===== src/sv/cso_pkg.sv =====
package cso_pkg;

  // Form geometry and coordinate width.
  localparam int CursorSize = 16;
  localparam int CoordBits  = 12;
  localparam int IdxBits    = $clog2(CursorSize);
  localparam int DiffBits   = CoordBits + 2;

  // Fixed field widths of the channels.
  localparam int PixCoordW = 12;
  localparam int FormRowW  = 16;
  localparam int RowIdxW   = 4;
  localparam int HotW      = 4;
  localparam int CfgIdxW   = 3;
  localparam int CfgDataW  = 4;

  typedef enum logic [1:0] {
    ModePixel = 2'd0,
    ModeLoad  = 2'd1,
    ModeMove  = 2'd2
  } mode_e;

  typedef enum logic [CfgIdxW-1:0] {
    CfgHotX        = 3'd0,
    CfgHotY        = 3'd1,
    CfgFgColor     = 3'd2,
    CfgBgColor     = 3'd3,
    CfgCursorHidden = 3'd4,
    CfgDisplayOpen = 3'd5
  } cfg_idx_e;

  typedef logic [CursorSize-1:0] form_row_t;

  // One accepted input request as held in the input stage.
  typedef struct packed {
    logic [1:0]           mode;
    logic [PixCoordW-1:0] pix_x;
    logic [PixCoordW-1:0] pix_y;
    logic                 fb_pixel;
    logic [RowIdxW-1:0]   row_index;
    logic [FormRowW-1:0]  mask_row;
    logic [FormRowW-1:0]  data_row;
    logic [PixCoordW-1:0] pointer_x;
    logic [PixCoordW-1:0] pointer_y;
  } in_item_t;

  // Configuration register contents.
  typedef struct packed {
    logic [HotW-1:0] hot_x;
    logic [HotW-1:0] hot_y;
    logic            fore_pix;
    logic            back_pix;
    logic            overlay_off;
    logic            display_open;
  } cfg_t;

  // Write request into the form store.
  typedef struct packed {
    logic               en;
    logic [IdxBits-1:0] idx;
    form_row_t          mask;
    form_row_t          data;
  } form_wr_t;

  // Built-in arrow, 16 rows of 16 bits, bit 15 is column 0.
  localparam logic [FormRowW-1:0] ArrowMask [16] = '{
    16'hc000, 16'he000, 16'hf000, 16'hf800, 16'hfc00, 16'hfe00, 16'hff00, 16'hff80,
    16'hffc0, 16'hffe0, 16'hfe00, 16'hef00, 16'hcf00, 16'h8780, 16'h0780, 16'h0380
  };
  localparam logic [FormRowW-1:0] ArrowData [16] = '{
    16'h0000, 16'h4000, 16'h6000, 16'h7000, 16'h7800, 16'h7c00, 16'h7e00, 16'h7f00,
    16'h7f80, 16'h7c00, 16'h6c00, 16'h4600, 16'h0600, 16'h0300, 16'h0300, 16'h0000
  };

  // Places a 16-bit row so that its bit 15 lands on form column 0.
  function automatic form_row_t align_row(logic [FormRowW-1:0] v);
    logic [CursorSize+FormRowW-1:0] wide;
    wide = {v, {CursorSize{1'b0}}};
    return wide[CursorSize+FormRowW-1 -: CursorSize];
  endfunction

  // Reset contents of a form row; rows past the arrow are empty.
  function automatic form_row_t arrow_mask_row(int r);
    form_row_t row;
    row = '0;
    if (r < 16) begin
      row = align_row(ArrowMask[r]);
    end
    return row;
  endfunction

  function automatic form_row_t arrow_data_row(int r);
    form_row_t row;
    row = '0;
    if (r < 16) begin
      row = align_row(ArrowData[r]);
    end
    return row;
  endfunction

endpackage


===== src/sv/cso_in_if.sv =====
interface cso_in_if;
  logic                           valid;
  logic                           ready;
  logic [1:0]                     mode;
  logic [cso_pkg::PixCoordW-1:0]  pix_x;
  logic [cso_pkg::PixCoordW-1:0]  pix_y;
  logic                           fb_pixel;
  logic [cso_pkg::RowIdxW-1:0]    row_index;
  logic [cso_pkg::FormRowW-1:0]   mask_row;
  logic [cso_pkg::FormRowW-1:0]   data_row;
  logic [cso_pkg::PixCoordW-1:0]  pointer_x;
  logic [cso_pkg::PixCoordW-1:0]  pointer_y;

  modport source (
    output valid, mode, pix_x, pix_y, fb_pixel, row_index, mask_row, data_row,
           pointer_x, pointer_y,
    input  ready
  );
  modport sink (
    input  valid, mode, pix_x, pix_y, fb_pixel, row_index, mask_row, data_row,
           pointer_x, pointer_y,
    output ready
  );
endinterface


===== src/sv/cso_out_if.sv =====
interface cso_out_if;
  logic valid;
  logic ready;
  logic out_pixel;
  logic in_cursor;

  modport source (output valid, out_pixel, in_cursor, input ready);
  modport sink (input valid, out_pixel, in_cursor, output ready);
endinterface


===== src/sv/cso_cfg_if.sv =====
interface cso_cfg_if;
  logic                          valid;
  logic                          ready;
  logic [cso_pkg::CfgIdxW-1:0]   index;
  logic [cso_pkg::CfgDataW-1:0]  wdata;

  modport source (output valid, index, wdata, input ready);
  modport sink (input valid, index, wdata, output ready);
endinterface


===== src/sv/cso_cfg_regs.sv =====
module cso_cfg_regs (
  input  logic          clk_i,
  input  logic          rst_ni,
  cso_cfg_if.sink       cfg_i,
  output cso_pkg::cfg_t cfg_o
);

  cso_pkg::cfg_t cfg_q, cfg_d;

  // Writes are always taken.
  assign cfg_i.ready = 1'b1;

  // Decode the register index; unknown indexes leave everything as is.
  always_comb begin
    cfg_d = cfg_q;
    if (cfg_i.valid) begin
      unique case (cso_pkg::cfg_idx_e'(cfg_i.index))
        cso_pkg::CfgHotX:         cfg_d.hot_x        = cfg_i.wdata[cso_pkg::HotW-1:0];
        cso_pkg::CfgHotY:         cfg_d.hot_y        = cfg_i.wdata[cso_pkg::HotW-1:0];
        cso_pkg::CfgFgColor:      cfg_d.fore_pix     = cfg_i.wdata[0];
        cso_pkg::CfgBgColor:      cfg_d.back_pix     = cfg_i.wdata[0];
        cso_pkg::CfgCursorHidden: cfg_d.overlay_off  = cfg_i.wdata[0];
        cso_pkg::CfgDisplayOpen:  cfg_d.display_open = cfg_i.wdata[0];
        default: ;
      endcase
    end
  end

  always_ff @(posedge clk_i or negedge rst_ni) begin
    if (!rst_ni) begin
      cfg_q.hot_x        <= '0;
      cfg_q.hot_y        <= '0;
      cfg_q.fore_pix     <= 1'b0;
      cfg_q.back_pix     <= 1'b1;
      cfg_q.overlay_off  <= 1'b0;
      cfg_q.display_open <= 1'b1;
    end else begin
      cfg_q <= cfg_d;
    end
  end

  assign cfg_o = cfg_q;

endmodule


===== src/sv/cso_form_store.sv =====
module cso_form_store (
  input  logic                          clk_i,
  input  logic                          rst_ni,
  input  cso_pkg::form_wr_t             wr_i,
  input  logic [cso_pkg::IdxBits-1:0]   rd_idx_i,
  output cso_pkg::form_row_t            rd_mask_o,
  output cso_pkg::form_row_t            rd_data_o
);

  cso_pkg::form_row_t mask_q [cso_pkg::CursorSize];
  cso_pkg::form_row_t data_q [cso_pkg::CursorSize];

  // Rows reset to the built-in arrow and are overwritten one row per load.
  always_ff @(posedge clk_i or negedge rst_ni) begin
    if (!rst_ni) begin
      for (int r = 0; r < cso_pkg::CursorSize; r++) begin
        mask_q[r] <= cso_pkg::arrow_mask_row(r);
        data_q[r] <= cso_pkg::arrow_data_row(r);
      end
    end else if (wr_i.en) begin
      mask_q[wr_i.idx] <= wr_i.mask;
      data_q[wr_i.idx] <= wr_i.data;
    end
  end

  // Single read port, addressed by the row offset inside the box.
  assign rd_mask_o = mask_q[rd_idx_i];
  assign rd_data_o = data_q[rd_idx_i];

endmodule


===== src/sv/cursor_sprite_overlay.sv =====
// A pixel request is held in the input stage, then its result is written into the
// result register. Throughput: one request per clock unless the result register
// is stalled; the path between the two registers is the box compare against the
// pointer origin and one form row lookup.
// Reset (rst_ni, asynchronous, active low) empties both stages, restores the
// register defaults, moves the pointer to 0,0 and reloads the built-in arrow form.
module cursor_sprite_overlay (
  input  logic     clk_i,
  input  logic     rst_ni,
  cso_in_if.sink   in_i,
  cso_out_if.source out_o,
  cso_cfg_if.sink  cfg_i
);

  localparam int CursorSize = cso_pkg::CursorSize;
  localparam int CoordBits  = cso_pkg::CoordBits;
  localparam int IdxBits    = cso_pkg::IdxBits;
  localparam int DiffBits   = cso_pkg::DiffBits;

  cso_pkg::cfg_t      cfg;
  cso_pkg::form_wr_t  form_wr;
  cso_pkg::form_row_t rd_mask;
  cso_pkg::form_row_t rd_data;

  cso_pkg::in_item_t  s0_item_q;
  logic               s0_valid_q;
  logic [CoordBits-1:0] pointer_col_q, pointer_row_q;
  logic               out_valid_q, out_pixel_q, in_cursor_q;

  logic s0_is_pixel, out_free, s0_fire, in_ready;

  cso_cfg_regs u_cfg_regs (
    .clk_i  (clk_i),
    .rst_ni (rst_ni),
    .cfg_i  (cfg_i),
    .cfg_o  (cfg)
  );

  // Handshake: the input stage drains when its request needs no result slot
  // or the result register is free this cycle.
  assign s0_is_pixel = (cso_pkg::mode_e'(s0_item_q.mode) == cso_pkg::ModePixel);
  assign out_free    = !out_valid_q || out_o.ready;
  assign s0_fire     = s0_valid_q && (!s0_is_pixel || out_free);
  assign in_ready    = !s0_valid_q || s0_fire;
  assign in_i.ready  = in_ready;

  // Input stage register.
  always_ff @(posedge clk_i or negedge rst_ni) begin
    if (!rst_ni) begin
      s0_valid_q <= 1'b0;
    end else if (in_ready) begin
      s0_valid_q <= in_i.valid;
    end
  end

  always_ff @(posedge clk_i) begin
    if (in_ready && in_i.valid) begin
      s0_item_q.mode      <= in_i.mode;
      s0_item_q.pix_x     <= in_i.pix_x;
      s0_item_q.pix_y     <= in_i.pix_y;
      s0_item_q.fb_pixel  <= in_i.fb_pixel;
      s0_item_q.row_index <= in_i.row_index;
      s0_item_q.mask_row  <= in_i.mask_row;
      s0_item_q.data_row  <= in_i.data_row;
      s0_item_q.pointer_x <= in_i.pointer_x;
      s0_item_q.pointer_y <= in_i.pointer_y;
    end
  end

  // Form row loads; rows past the form depth are dropped.
  always_comb begin
    form_wr.en   = s0_fire && (cso_pkg::mode_e'(s0_item_q.mode) == cso_pkg::ModeLoad)
                   && (int'(s0_item_q.row_index) < CursorSize);
    form_wr.idx  = IdxBits'(s0_item_q.row_index);
    form_wr.mask = cso_pkg::align_row(s0_item_q.mask_row);
    form_wr.data = cso_pkg::align_row(s0_item_q.data_row);
  end

  // Pointer position register.
  always_ff @(posedge clk_i or negedge rst_ni) begin
    if (!rst_ni) begin
      pointer_col_q <= '0;
      pointer_row_q <= '0;
    end else if (s0_fire && (cso_pkg::mode_e'(s0_item_q.mode) == cso_pkg::ModeMove)) begin
      pointer_col_q <= CoordBits'(s0_item_q.pointer_x);
      pointer_row_q <= CoordBits'(s0_item_q.pointer_y);
    end
  end

  // Offsets from the box origin (pointer minus hot spot, may be negative).
  logic [DiffBits-1:0] org_x, org_y, dx, dy;
  logic                in_box, cursor_on, mask_bit, data_bit, hit, pix;
  logic [IdxBits-1:0]  col;

  assign org_x = DiffBits'(pointer_col_q) - DiffBits'(cfg.hot_x);
  assign org_y = DiffBits'(pointer_row_q) - DiffBits'(cfg.hot_y);
  assign dx    = DiffBits'(CoordBits'(s0_item_q.pix_x)) - org_x;
  assign dy    = DiffBits'(CoordBits'(s0_item_q.pix_y)) - org_y;

  assign in_box = !dx[DiffBits-1] && (dx[DiffBits-2:0] < (DiffBits-1)'(CursorSize))
               && !dy[DiffBits-1] && (dy[DiffBits-2:0] < (DiffBits-1)'(CursorSize));
  assign cursor_on = cfg.display_open && !cfg.overlay_off;

  cso_form_store u_form_store (
    .clk_i     (clk_i),
    .rst_ni    (rst_ni),
    .wr_i      (form_wr),
    .rd_idx_i  (dy[IdxBits-1:0]),
    .rd_mask_o (rd_mask),
    .rd_data_o (rd_data)
  );

  // The most significant bit of a row is column 0.
  assign col      = dx[IdxBits-1:0];
  assign mask_bit = rd_mask[IdxBits'(CursorSize-1) - col];
  assign data_bit = rd_data[IdxBits'(CursorSize-1) - col];
  assign hit      = cursor_on && in_box && mask_bit;
  assign pix      = hit ? (data_bit ? cfg.fore_pix : cfg.back_pix) : s0_item_q.fb_pixel;

  // Result register.
  always_ff @(posedge clk_i or negedge rst_ni) begin
    if (!rst_ni) begin
      out_valid_q <= 1'b0;
    end else if (s0_fire && s0_is_pixel) begin
      out_valid_q <= 1'b1;
    end else if (out_o.ready) begin
      out_valid_q <= 1'b0;
    end
  end

  always_ff @(posedge clk_i) begin
    if (s0_fire && s0_is_pixel) begin
      out_pixel_q <= pix;
      in_cursor_q <= hit;
    end
  end

  assign out_o.valid     = out_valid_q;
  assign out_o.out_pixel = out_pixel_q;
  assign out_o.in_cursor = in_cursor_q;

  // A new result only ever comes from a pixel request leaving the input stage.
  a_result_from_pixel: assert property (@(posedge clk_i) disable iff (!rst_ni)
    $rose(out_valid_q) |-> $past(s0_valid_q && s0_is_pixel))
    else $error("result appeared without a pixel request");

  // A request that cannot drain stays in the input stage unchanged.
  a_stage_holds: assert property (@(posedge clk_i) disable iff (!rst_ni)
    (s0_valid_q && !s0_fire) |=> (s0_valid_q && $stable(s0_item_q)))
    else $error("input stage lost or changed a stalled request");

  // A pixel blocked by a full result register keeps the input closed.
  a_block_when_full: assert property (@(posedge clk_i) disable iff (!rst_ni)
    (s0_valid_q && s0_is_pixel && out_valid_q && !out_o.ready) |-> !in_i.ready)
    else $error("input accepted while a pixel was blocked");

endmodule

===== src/flat_wrapper.sv =====
// flat-port wrapper written by rule: the top's interface ports become plain ports
module cursor_sprite_overlay_flat 
  (clk_i, rst_ni, in_i_valid, in_i_mode, in_i_pix_x, in_i_pix_y, in_i_fb_pixel, in_i_row_index, in_i_mask_row, in_i_data_row, in_i_pointer_x, in_i_pointer_y, in_i_ready, out_o_valid, out_o_out_pixel, out_o_in_cursor, out_o_ready, cfg_i_valid, cfg_i_index, cfg_i_wdata, cfg_i_ready);
  cso_in_if in_i_i ();
  cso_out_if out_o_i ();
  cso_cfg_if cfg_i_i ();
  input  logic clk_i;
  input  logic rst_ni;
  input wire logic [$bits(in_i_i.valid)-1:0] in_i_valid;
  input wire logic [$bits(in_i_i.mode)-1:0] in_i_mode;
  input wire logic [$bits(in_i_i.pix_x)-1:0] in_i_pix_x;
  input wire logic [$bits(in_i_i.pix_y)-1:0] in_i_pix_y;
  input wire logic [$bits(in_i_i.fb_pixel)-1:0] in_i_fb_pixel;
  input wire logic [$bits(in_i_i.row_index)-1:0] in_i_row_index;
  input wire logic [$bits(in_i_i.mask_row)-1:0] in_i_mask_row;
  input wire logic [$bits(in_i_i.data_row)-1:0] in_i_data_row;
  input wire logic [$bits(in_i_i.pointer_x)-1:0] in_i_pointer_x;
  input wire logic [$bits(in_i_i.pointer_y)-1:0] in_i_pointer_y;
  output wire logic [$bits(in_i_i.ready)-1:0] in_i_ready;
  output wire logic [$bits(out_o_i.valid)-1:0] out_o_valid;
  output wire logic [$bits(out_o_i.out_pixel)-1:0] out_o_out_pixel;
  output wire logic [$bits(out_o_i.in_cursor)-1:0] out_o_in_cursor;
  input wire logic [$bits(out_o_i.ready)-1:0] out_o_ready;
  input wire logic [$bits(cfg_i_i.valid)-1:0] cfg_i_valid;
  input wire logic [$bits(cfg_i_i.index)-1:0] cfg_i_index;
  input wire logic [$bits(cfg_i_i.wdata)-1:0] cfg_i_wdata;
  output wire logic [$bits(cfg_i_i.ready)-1:0] cfg_i_ready;
  assign in_i_i.valid = in_i_valid;
  assign in_i_i.mode = in_i_mode;
  assign in_i_i.pix_x = in_i_pix_x;
  assign in_i_i.pix_y = in_i_pix_y;
  assign in_i_i.fb_pixel = in_i_fb_pixel;
  assign in_i_i.row_index = in_i_row_index;
  assign in_i_i.mask_row = in_i_mask_row;
  assign in_i_i.data_row = in_i_data_row;
  assign in_i_i.pointer_x = in_i_pointer_x;
  assign in_i_i.pointer_y = in_i_pointer_y;
  assign in_i_ready = in_i_i.ready;
  assign out_o_valid = out_o_i.valid;
  assign out_o_out_pixel = out_o_i.out_pixel;
  assign out_o_in_cursor = out_o_i.in_cursor;
  assign out_o_i.ready = out_o_ready;
  assign cfg_i_i.valid = cfg_i_valid;
  assign cfg_i_i.index = cfg_i_index;
  assign cfg_i_i.wdata = cfg_i_wdata;
  assign cfg_i_ready = cfg_i_i.ready;
  cursor_sprite_overlay u_core (.clk_i(clk_i), .rst_ni(rst_ni), .in_i(in_i_i), .out_o(out_o_i), .cfg_i(cfg_i_i));
endmodule

===== config.mk =====
export PLATFORM = sky130hd
export DESIGN_NAME = cursor_sprite_overlay_flat
export DESIGN_NICKNAME = d
export VERILOG_FILES = /design/src/sv/cso_pkg.sv /design/src/sv/cso_in_if.sv /design/src/sv/cso_out_if.sv /design/src/sv/cso_cfg_if.sv /design/src/sv/cso_cfg_regs.sv /design/src/sv/cso_form_store.sv /design/src/sv/cursor_sprite_overlay.sv /design/src/flat_wrapper.sv
export SDC_FILE = /design/constraint.sdc
export NUM_CORES = 1
export LEC_CHECK = 0
export ABC_CLOCK_PERIOD_IN_PS = 9100
export BUFFER_PORTS_ARGS = -buffer_cell sky130_fd_sc_hd__buf_2
export CELL_PAD_IN_SITES_DETAIL_PLACEMENT = 1
export CELL_PAD_IN_SITES_GLOBAL_PLACEMENT = 2
export CORE_MARGIN = 8
export CORE_UTILIZATION = 50
export CTS_CLUSTER_DIAMETER = 40
export DETAILED_ROUTE_END_ITERATION = 8
export GPL_ROUTABILITY_DRIVEN = 0
export MAX_ROUTING_LAYER = met4
export PLACE_DENSITY = 0.86
export SYNTH_ARGS = -nofsm -noshare
export SYNTH_HDL_FRONTEND = slang
export SYNTH_SLANG_ARGS = --single-unit

===== constraint.sdc =====
create_clock -name clk_i -period 9.1 [get_ports clk_i]
set_input_delay 1.82 -clock clk_i [delete_from_list [all_inputs] [get_ports clk_i]]
set_output_delay 1.82 -clock clk_i [all_outputs]
set_load 0.01 [all_outputs]

==> results of run 1 <==
-- cells in the final DEF (no fill, tap or decap), types with 9 or more instances in the layout --
| cell type | Yosys | final |
|---|---|---|
| a211oi_1 | 9 | 9 |
| a21oi_1 | 14 | 14 |
| buf_2 | 16 | 101 |
| buf_4 | 1 | 31 |
| bufinv_16 | 0 | 10 |
| clkbuf_16 | 0 | 106 |
| clkinv_2 | 0 | 13 |
| clkinv_4 | 0 | 15 |
| clkinvlp_4 | 0 | 9 |
| dfrtp_1 | 397 | 397 |
| dfstp_2 | 153 | 153 |
| edfxtp_1 | 89 | 89 |
| ha_1 | 32 | 31 |
| inv_1 | 28 | 28 |
| inv_6 | 0 | 19 |
| mux2_2 | 547 | 547 |
| mux2i_1 | 49 | 49 |
| mux4_2 | 146 | 146 |
| nand2_1 | 31 | 25 |
| nor2_1 | 29 | 23 |
| nor2b_1 | 10 | 10 |
| nor3_1 | 16 | 14 |
| o21ai_0 | 16 | 16 |
| xnor2_1 | 24 | 23 |
-- kinds of logic (layout without fill, tap and decap cells) --
family,count (synthesis),count (layout)
AO/OA/AOI/OAI,82,82
XOR/XNOR,30,30
adder cells (fa/ha/maj),36,36
buffers and inverters,153,359
flip-flops,639,639
multiplexers,744,744
other,1,1
AND/OR/NAND/NOR,151,151
-- worst max-delay path, cell delays in order (launching register included) --
cell       delay [ns]
dfrtp_1          0.38
inv_1            0.07
ha_1             0.14
inv_1            0.06
fa_1             0.49
inv_1            0.07
fa_4             1.52
buf_12           0.44
mux4_2           0.36
mux4_2           0.46
a2111oi_0        0.73
or4b_2           0.26
a31oi_1          0.18
mux2_2           0.38
-- power groups by stage --
stage / sequential, W / clock, W / combinational (W)
6_report: 0.00362 / 0.00401 / 0.00324
3_5_place_dp: 0.00365 / 0 / 0.00322
2_1_floorplan: 0.00353 / 0 / 0.00238
4_1_cts: 0.00362 / 0.00408 / 0.00327
3_3_place_gp: 0.00362 / 0 / 0.00315
5_1_grt: 0.00367 / 0.00419 / 0.00347
-- registers in the layout, indices dropped and copies added, names as in the netlist --
name	cells
u_core.out_o.out_pixel	1
u_core.out_o.valid	1
u_core.s0_valid_q	1
u_core.s0_item_q	51
u_core.form_wr	36
u_core.u_form_store.data_q	256
u_core.out_o.in_cursor	1
u_core.pointer_row_q	12
u_core.pointer_col_q	12
u_core.u_form_store.mask_q	256
u_core.u_cfg_regs.cfg_o	12
-- per-layer routing --
metal / part of all wire [%] / vias up / wire, um / track usage, %
met4: 3.8 / 0 / 2950 / 9.25
met1: 42 / 9200 / 32000 / 30.5
met3: 3.7 / 200 / 2850 / 4.06
met5: 0 / - / 0 / -
li1: - / 7189 / - / -
met2: 51 / 401 / 39000 / 39.5
-- worst paths after layout --
check,end,depth (start not counted),from
min in group asynchronous,u_core.u_form_store.data_q[52]$_DFFE_PN0P_,1,rst_ni
min,u_core.pointer_row_q[11]$_DFFE_PN0P_,1,u_core.s0_item_q[11]$_DFFE_PP_
max in group asynchronous,u_core.u_form_store.mask_q[4]$_DFFE_PN0P_,3,rst_ni
max,u_core.out_o.out_pixel$_DFFE_PP_,13,u_core.pointer_row_q[0]$_DFFE_PN0P_
min reg2reg,u_core.pointer_row_q[11]$_DFFE_PN0P_,1,u_core.s0_item_q[11]$_DFFE_PP_
max reg2reg,u_core.out_o.out_pixel$_DFFE_PP_,13,u_core.pointer_row_q[0]$_DFFE_PN0P_
-- final cells by class --
cell class	instances	area [um2]
Clock buffer	120	2770
Clock inverter	74	823
Fill cell	5152	23500
Inverter	29	109
Multi-Input combinational cell	1044	12200
Sequential cell	639	16600
Tap cell	765	957
Timing Repair Buffer	136	813
-- stage by stage --
| stage | instances | hold WS (ns) | cell area (um2) | utilization, % | setup slack, ns |
|---|---|---|---|---|---|
| 6_report | 2807 | 0.477 | 34300 | 59.3 | 3.25 |
| 5_1_grt | 2807 | 0.494 | 34300 | 59.3 | 3.09 |
| 4_1_cts | 2807 | 0.484 | 34300 | 59.3 | 3.24 |
| 3_5_place_dp | 2613 | 0.465 | 30700 | 53.1 | 3.27 |
| 3_3_place_gp | 2613 | 0.459 | 30700 | 53.1 | 3.32 |
| 2_1_floorplan | 1836 | 0.455 | 29300 | - | 4.60 |
==> results.cfg, run 1 <==
[status]
run_status = finished clean

[timing]
fin_skew_ns = 0.0325
fin_tns_setup_ns = 0
tightest_slew_ns = 1.23
grt_setup_unrepaired = no
fin_crit_ns = 5.85
finalSetupViolCount = 0
fmax_ghz = 0.171
hold_viol_final = 0
worst_slew_margin_rel_pct = 17.8
min_period_over_period_pct = 64.2
maxSlewViolCount = 0

[critical_path]
path_class = flop to flop
end_kind = flop
path_max_fanout = 68
worstPathArrival_ns = 6.24
required_ns = 9.50
worst_setup_path_start_kind = flop
rrSetupSlack_ns = 3.25

[yosys]
yosysMostFrequentCell = mux2_2
synth_top_area_share_pct = 33.9
synthArstFlopShare_pct = 86.1
synth_top_family_by_area = multiplexers
synthesis.area_mm2 = 0.0293
synth_compound_area_share_pct = 1.89
synth_mux_area_share_pct = 34.0
ys_types = 63
synthCells = 1836
synthSimpleGateAreaFrac_pct = 2.85
synth_top_flop_cell = dfrtp_1
syn_area_per_cell_um2 = 16.0
synthTopCellsByArea = dfrtp_1 34%, mux2_2 21%, dfstp_2 14%, mux4_2 11%, edfxtp_1 9.1%
synth_nets = 1971
ys_ff_latch = 639
synth_xor_area_share_pct = 0.896
netlist_top_cells_count = 547 x mux2_2, 397 x dfrtp_1, 153 x dfstp_2, 146 x mux4_2, 89 x edfxtp_1
synthAdderAreaFrac_pct = 1.64
synth_warnings = 0
synth-edff-count = 89
yosysTopAreaCell = dfrtp_1
synth-seq-area-share_pct = 56.7

[finish]
num-nets-final = 2088
drive_gt1_share_pct = 58.6
diodes = 0
syn_to_final_growth_pct = 17.0

[worst_hold_path]
hp-class = flop to flop

[pwr]
p_int_w = 0.00742
power_density_mw_per_mm2 = 317
p_leak_nw = 15.0
p_comb_share_pct = 29.8
power_w = 0.0109
swShare_pct = 31.8
power_frac_seq_pct = 33.3
switchingPower_w = 0.00345
ir_drop_mv = 0.241
clockPowerShare_pct = 36.9

[placed_design]
dp.final_hpwl_mm = 44.3
io_buffers = 102

[clock_tree]
clk_pin_slew_ns = 0.05
cts_resized = 0
clockBufferDepth = 3
clkLatencyLatePin_ns = 0.66
ctsHoldBuffers = 0
tritoncts = done
cts_root_buf = clkbuf_16
cts_setup_buffers = 0
cts.sinks = 639
cts_buffers = 103
htreeDepth = 3

[flow_run]
cap_violations = 0

[detailed_routing]
ant_nets = 0
first_iter_violations = 1086
vias = 16990
drtPass1Iterations = 6
drc = 0
wl_mm = 76.8
viasPerCell = 6.05
wire_per_inst_um = 27.3

[grt]
grt_pass1_vias = 19426
grt_overflow = 0
antenna_found_initial = 0
grt_max_degree = 147
grt_pass1_wl_mm = 121
gr-usage-all-layers_pct = 24.2

[floorplanning]
pin_count = 104
initial_core_util_pct = 50.7
die_y_um = 258
die-area_mm2 = 0.0667
core.rowCount = 88
core-area_mm2 = 0.0578
die_w_um = 258
(Power assumes the default switching activity.)
==> run 2, diff against run 1 <==
ABC_AREA = 1   (was not set)
ABC_CLOCK_PERIOD_IN_PS = 5400   (was 9100)
CORE_UTILIZATION = 38   (was 50)
PLACE_DENSITY = 0.8   (was 0.86)
clock period = 5.4 ns   (was 9.1 ns; I/O delays follow)
==> run 2 against run 1 <==
Synthesized cell count grew 94%. Total power grew 92%. Via count grew 49%. Largest cell class unchanged. Critical endpoint unchanged. Cell count grew 69%. Critical path depth grew 8. Clock skew shrank 0.0086 ns. Utilization shrank 13 points. Wire length grew 28%.
==> results.cfg, run 2 <==
[critical_path]
end_kind = flop
cp_cell_sequence = inv_1 -> ha_1 -> inv_1 -> fa_1 -> inv_1 -> fa_4 -> inv_4 -> buf_4 -> nand3_1 -> nand3_1 -> nand2_1 -> nand2_1 -> nand3_1 -> nand3_1 -> nand3_1 -> nand3_1 -> nand2_1 -> nand2_1 -> nand2_1 -> nand2_1 -> nand2_1
cp_common_cell = nand2_1
worst_setup_path_start_kind = flop
required_ns = 5.84
slowest_delay_ns = 0.78
critPathLaunch = u_core.pointer_row_q[0]$_DFFE_PN0P_
reg2reg_from = u_core.pointer_row_q[0]$_DFFE_PN0P_
path_class = flop to flop
slowest_stage = fa_4
path_buf_inv = 5
worstPathArrival_ns = 4.74
path_max_fanout = 40
crit_family = simple AND/OR/NAND/NOR gates

[timing]
fin_crit_ns = 4.31
worst_slew_margin_rel_pct = 23.3
fin_tns_setup_ns = 0
maxSlewViolCount = 0
fin_skew_ns = 0.0239
tightest_slew_ns = 1.15
grt_setup_unrepaired = no
fmax_ghz = 0.232
min_period_over_period_pct = 79.7
finalSetupViolCount = 0
hold_viol_final = 0

[finish]
final_cell_mix = 1267 x nand2_1, 493 x o21ai_0, 476 x nand3_1
drive_gt1_share_pct = 15.1
multi_input_comb_area_mm2 = 0.0117
syn_to_final_growth_pct = 19.5
reg_top3 = u_core.u_form_store.data_q (256), u_core.u_form_store.mask_q (256), u_core.s0_item_q (51)
fin_area_mm2 = 0.0357
n_fill_cell = 9117
num-nets-final = 3734
regArea_mm2 = 0.0166
final_common_cell = nand2_1

[yosys]
syn_area_per_cell_um2 = 8.38
synth_top_area_share_pct = 33.3
yosysTopAreaCell = dfrtp_1
synth_warnings = 0
netlist_top_cells_count = 1274 x nand2_1, 493 x o21ai_0, 482 x nand3_1, 397 x dfrtp_1, 153 x dfstp_2
synthCells = 3560
synth_top_flop_cell = dfrtp_1
yosysMostFrequentCell = nand2_1
ys_ff_latch = 639
synthArstFlopShare_pct = 86.1
ys_types = 44
synth-edff-count = 89
synth-seq-area-share_pct = 55.7
synthTopCellsByArea = dfrtp_1 33%, nand2_1 16%, dfstp_2 13%, edfxtp_1 9.0%, o21ai_0 8.3%
synthesis.area_mm2 = 0.0298
synth_nets = 3695

[grt]
gr-usage-all-layers_pct = 23.4
antenna_found_initial = 2
grt_max_degree = 138
grt_overflow = 0
grt_pass1_wl_mm = 157
grt_pass1_vias = 27657

[detailed_routing]
wl_met2_mm = 46.9
wl_mm = 98.4
ant_nets = 0
first_iter_violations = 1467
vias = 25267
m1WireLength_mm = 44.6
wl_met3_mm = 3.99
wire_per_inst_um = 20.7
drc = 0
highest_layer = met4
viasPerCell = 5.32
drtPass1Iterations = 5

[floorplanning]
core.rowCount = 102
die_y_um = 296
die_w_um = 296
pin_count = 104
initial_core_util_pct = 38.4
core-area_mm2 = 0.0776
die-area_mm2 = 0.0877

[pwr]
p_leak_nw = 15.9
ir_drop_mv = 0.354
power_density_mw_per_mm2 = 587

[clock_tree]
clk_pin_slew_ns = 0.05
cts_setup_buffers = 0
cts_root_buf = clkbuf_16
clkLatencyLatePin_ns = 0.70
cts_resized = 0
cts.sinks = 639
ctsHoldBuffers = 0
tritoncts = done
cts_buffers = 131
htreeDepth = 4
clockBufferDepth = 3

[placed_design]
io_buffers = 102
place_area_mm2 = 0.0312
dp.final_hpwl_mm = 55.2

[status]
run_status = finished clean

[flow_run]
cap_violations = 0

[worst_hold_path]
hp-class = input port to asynchronous set/reset pin
==> run 2: changes by cell type after synthesis, moves of 11 or more <==
cell,previous run,this run
nand2_1,31,1274
mux2_2,547,14
nand3_1,4,482
o21ai_0,16,493
mux4_2,146,0
inv_1,28,136
nor2_1,29,104
clkbuf_1,80,145
buf_2,16,75
mux2i_1,49,0
a21oi_1,14,53
buf_1,27,3
xnor2_1,24,13
==> run 2: routing by layer <==
layer / GRT usage, % / up-vias
met5: - / -
met4: 8.51 / 0
met3: 4.28 / 207
met2: 38.0 / 516
met1: 29.3 / 12733
li1: - / 11811
==> run 2: through the flow <==
stage / instances / hold WS [ns] / util (%) / setup WS [ns] / total power (W)
after floorplan: 3560 / 0.453 / - / 1.49 / 0.0105
after global placement: 4506 / 0.464 / 40.2 / 1.16 / 0.0127
after detailed placement: 4506 / 0.468 / 40.2 / 1.13 / 0.0129
after CTS: 4747 / 0.453 / 46.0 / 1.09 / 0.0212
after global routing: 4748 / 0.467 / 46.0 / 0.807 / 0.0221
final: 4749 / 0.431 / 46.0 / 1.09 / 0.0209
==> run 2: final cells by class <==
cell class / instances / share of cell area (%)
clock inverters: 60 / 1.98
well taps: 1040 / 3.65
diodes: 2 / 0.0140
flip-flops and latches: 639 / 46.6
repair buffers: 147 / 2.79
inverters: 142 / 1.52
multi-input cells: 2538 / 32.8
clock buffers: 181 / 10.6
==> run 2: logic make-up after synthesis <==
kind of cell / Yosys count / share of synthesized area, %
muxes: 14 / 0.528
DFF: 639 / 55.7
AOI/OAI and AO/OA: 564 / 9.56
and+or+nand+nor: 1895 / 26.2
xor gates and xnor gates: 28 / 0.822
adders and majority gates: 36 / 1.61
buffers and inverters: 383 / 5.49
other: 1 / 0.0126
==> run 2: power by group <==
group	switching (W)	total, W	internal [W]
sequential	0.000381	0.00606	0.00567
combinational	0.00470	0.00673	0.00203
clock	0.00270	0.00813	0.00544
==> run 2: worst paths after layout <==
check,slack [ns],endpoint,cells past startpoint
max in group asynchronous,3.71,u_core.u_form_store.mask_q[249]$_DFFE_PN0P_,2
min in group clk_i,0.48,u_core.pointer_row_q[7]$_DFFE_PN0P_,1
worst min-delay path,0.43,u_core.u_form_store.data_q[254]$_DFFE_PN0P_,1
worst min register to register,0.48,u_core.pointer_row_q[7]$_DFFE_PN0P_,1
worst max-delay path,1.09,u_core.out_o.out_pixel$_DFFE_PP_,21
worst max register to register,1.09,u_core.out_o.out_pixel$_DFFE_PP_,21
==> run 2: worst reg2reg max path, delay by kind of cell, from the launching register on <==
| kind | cells | cell delay (ns) |
|---|---|---|
| adder cells (fa/ha/maj) | 3 | 1.38 |
| buffers and inverters | 5 | 0.88 |
| flip-flops | 1 | 0.36 |
| AND/OR/NAND/NOR | 13 | 1.44 |
==> run 3, diff against run 2 <==
ABC_CLOCK_PERIOD_IN_PS = 3600   (was 5400)
CORE_UTILIZATION = 35   (was 38)
PLACE_DENSITY = 0.78   (was 0.8)
clock period = 3.6 ns   (was 5.4 ns; I/O delays follow)
==> run 3 against run 2 <==
The run now ends with setup timing left. Combinational power increased by 90%. Non-clock buffer count increased by 140. Critical path depth increased by 2. Utilization decreased by 1.9 points. Cell area increased by 5.0%. Clock-buffer cell count decreased by 41. Critical endpoint unchanged. Largest power group is now combinational logic.
==> results.cfg, run 3 (synthesis gave the netlist of run 2 again) <==
[floorplanning]
die_y_um = 308
initial_core_util_pct = 35.1
core.rowCount = 107
die-area_mm2 = 0.0948
core-area_mm2 = 0.0849
pin_count = 104
die_w_um = 308

[pwr]
power_w = 0.0332
power_density_mw_per_mm2 = 886
p_leak_nw = 16.8
ir_drop_mv = 0.483

[timing]
hold_viol_final = 0
tightest_slew_ns = 1.04
worst_slack_ns = -0.194
finalSetupViolCount = 2
maxSlewViolCount = 0
fmax_ghz = 0.264
fin_skew_ns = 0.0411
worst_slew_margin_rel_pct = 30.7
min_period_over_period_pct = 105
fin_crit_ns = 3.79
grt_setup_unrepaired = yes

[grt]
grt_overflow = 0
grt_max_degree = 76
grt_pass1_wl_mm = 158
gr-usage-all-layers_pct = 21.8
antenna_found_initial = 0
grt_pass1_vias = 26886

[status]
run_status = complete, but fails checks
violations = setup timing

[clock_tree]
htreeDepth = 3
clockBufferDepth = 3
cts_buffers = 115
tritoncts = done
cts.sinks = 639
clkLatencyLatePin_ns = 0.68
cts_root_buf = clkbuf_16
clk_pin_slew_ns = 0.06

[detailed_routing]
ant_nets = 0
drc = 0
wire_per_inst_um = 20.2
wl_mm = 100
viasPerCell = 5.07
drtPass1Iterations = 5
vias = 25186
first_iter_violations = 1745

[critical_path]
reg2reg_from = u_core.pointer_row_q[0]$_DFFE_PN0P_
worst_setup_path_start_kind = flop
critPathLaunch = u_core.pointer_row_q[0]$_DFFE_PN0P_
path_class = flop to flop
rrSetupSlack_ns = -0.19
reg2reg_to = u_core.out_o.out_pixel$_DFFE_PP_
crit_end = u_core.out_o.out_pixel$_DFFE_PP_
required_ns = 4.00
worstPathArrival_ns = 4.19
end_kind = flop
r2r.worst_path.cells = 23
path_max_fanout = 7

[finish]
final_common_cell = nand2_1
final_cell_mix = 1259 x nand2_1, 487 x o21ai_0, 442 x nand3_1
num-nets-final = 3858
syn_to_final_growth_pct = 25.5
reg_top3 = u_core.u_form_store.data_q (256), u_core.u_form_store.mask_q (256), u_core.s0_item_q (51)
drive_gt1_share_pct = 20.0

[worst_hold_path]
hp-class = input port to asynchronous set/reset pin

[placed_design]
dp_slack_ns = -0.397
io_buffers = 102
dp.final_hpwl_mm = 59.7

[flow_run]
cap_violations = 0
run 3: worst max-delay path, stage by stage (launching register included):
cell and delay (ns):
dfrtp_1 0.37, inv_2 0.07, ha_4 0.14, inv_2 0.04
fa_1 0.49, inv_2 0.05, fa_4 0.77, buf_12 0.19
buf_12 0.14, buf_16 0.12, buf_12 0.10, nand3_1 0.06
nand3_1 0.08, nand2_1 0.08, nand2_1 0.09, nand3_2 0.08
nand3_2 0.11, nand3_2 0.08, nand3_2 0.09, nand2_1 0.07
nand2_1 0.08, nand2_2 0.08, nand2_1 0.06, nand2_1 0.05
run 3: final cells by class:
cell class | count | area, um2
fillers | 9948 | 47400
flip-flops and latches | 639 | 16600
multi-input cells | 2538 | 12100
clock buffers | 140 | 3130
repair buffers | 287 | 2630
well taps | 1144 | 1430
clock inverters | 80 | 960
inverters | 142 | 564
diodes | 1 | 2.50
run 3: timing repair:
item / in CTS / in global routing
endpoints found under the setup margin: 2 / 2
resized for setup: 74 / 45
pin swaps: 15 / 30
setup buffers: 13 / 3
cloned: 5 / 1
hold buffers: 0 / 0
run 3: metal layers:
metal | vias up | track usage [%] | wire length [um]
li1 | 12050 | - | -
met4 | 0 | 7.48 | 3490
met5 | - | - | 0
met3 | 200 | 3.37 | 3590
met1 | 12516 | 27.5 | 45000
met2 | 420 | 35.7 | 48200
run 3: where the power goes:
part | internal, W | leakage [nW] | total (W) | switching (W)
logic | 0.00501 | 7.13 | 0.0128 | 0.00779
clock network | 0.00727 | 1.98 | 0.0113 | 0.00403
registers | 0.00850 | 7.68 | 0.00906 | 0.000560
total | 0.0208 | 16.8 | 0.0332 | 0.0124
run 3: how the worst min path moves through the flow:
stage	startpoint	end	slack [ns]	depth (start not counted)
2_1_floorplan	rst_ni	u_core.out_o.valid$_DFFE_PN0P_	0.42	0
3_3_place_gp	u_core.s0_item_q[23]$_DFFE_PP_	u_core.pointer_col_q[11]$_DFFE_PN0P_	0.46	1
3_5_place_dp	u_core.u_form_store.mask_q[159]$_DFFE_PN1P_	u_core.u_form_store.mask_q[159]$_DFFE_PN1P_	0.47	2
4_1_cts	rst_ni	u_core.u_form_store.mask_q[117]$_DFFE_PN0P_	0.02	1
5_1_grt	rst_ni	u_core.u_form_store.mask_q[231]$_DFFE_PN0P_	0.06	1
6_report	rst_ni	u_core.u_form_store.mask_q[231]$_DFFE_PN0P_	0.02	1
run 3: stage by stage:
step / hold WS, ns / cell area [um2] / utilization, % / TNS, ns / std cells
finish: 0.0200 / 37400 / 44.1 / -0.336 / 4971
floorplan: 0.424 / 29800 / - / 0 / 3560
detailed placement: 0.467 / 32500 / 38.3 / -0.764 / 4728
CTS: 0.0242 / 37200 / 43.8 / -0.459 / 4966
global route: 0.0568 / 37400 / 44.1 / -0.760 / 4970
global placement: 0.461 / 32500 / 38.3 / -0.660 / 4728
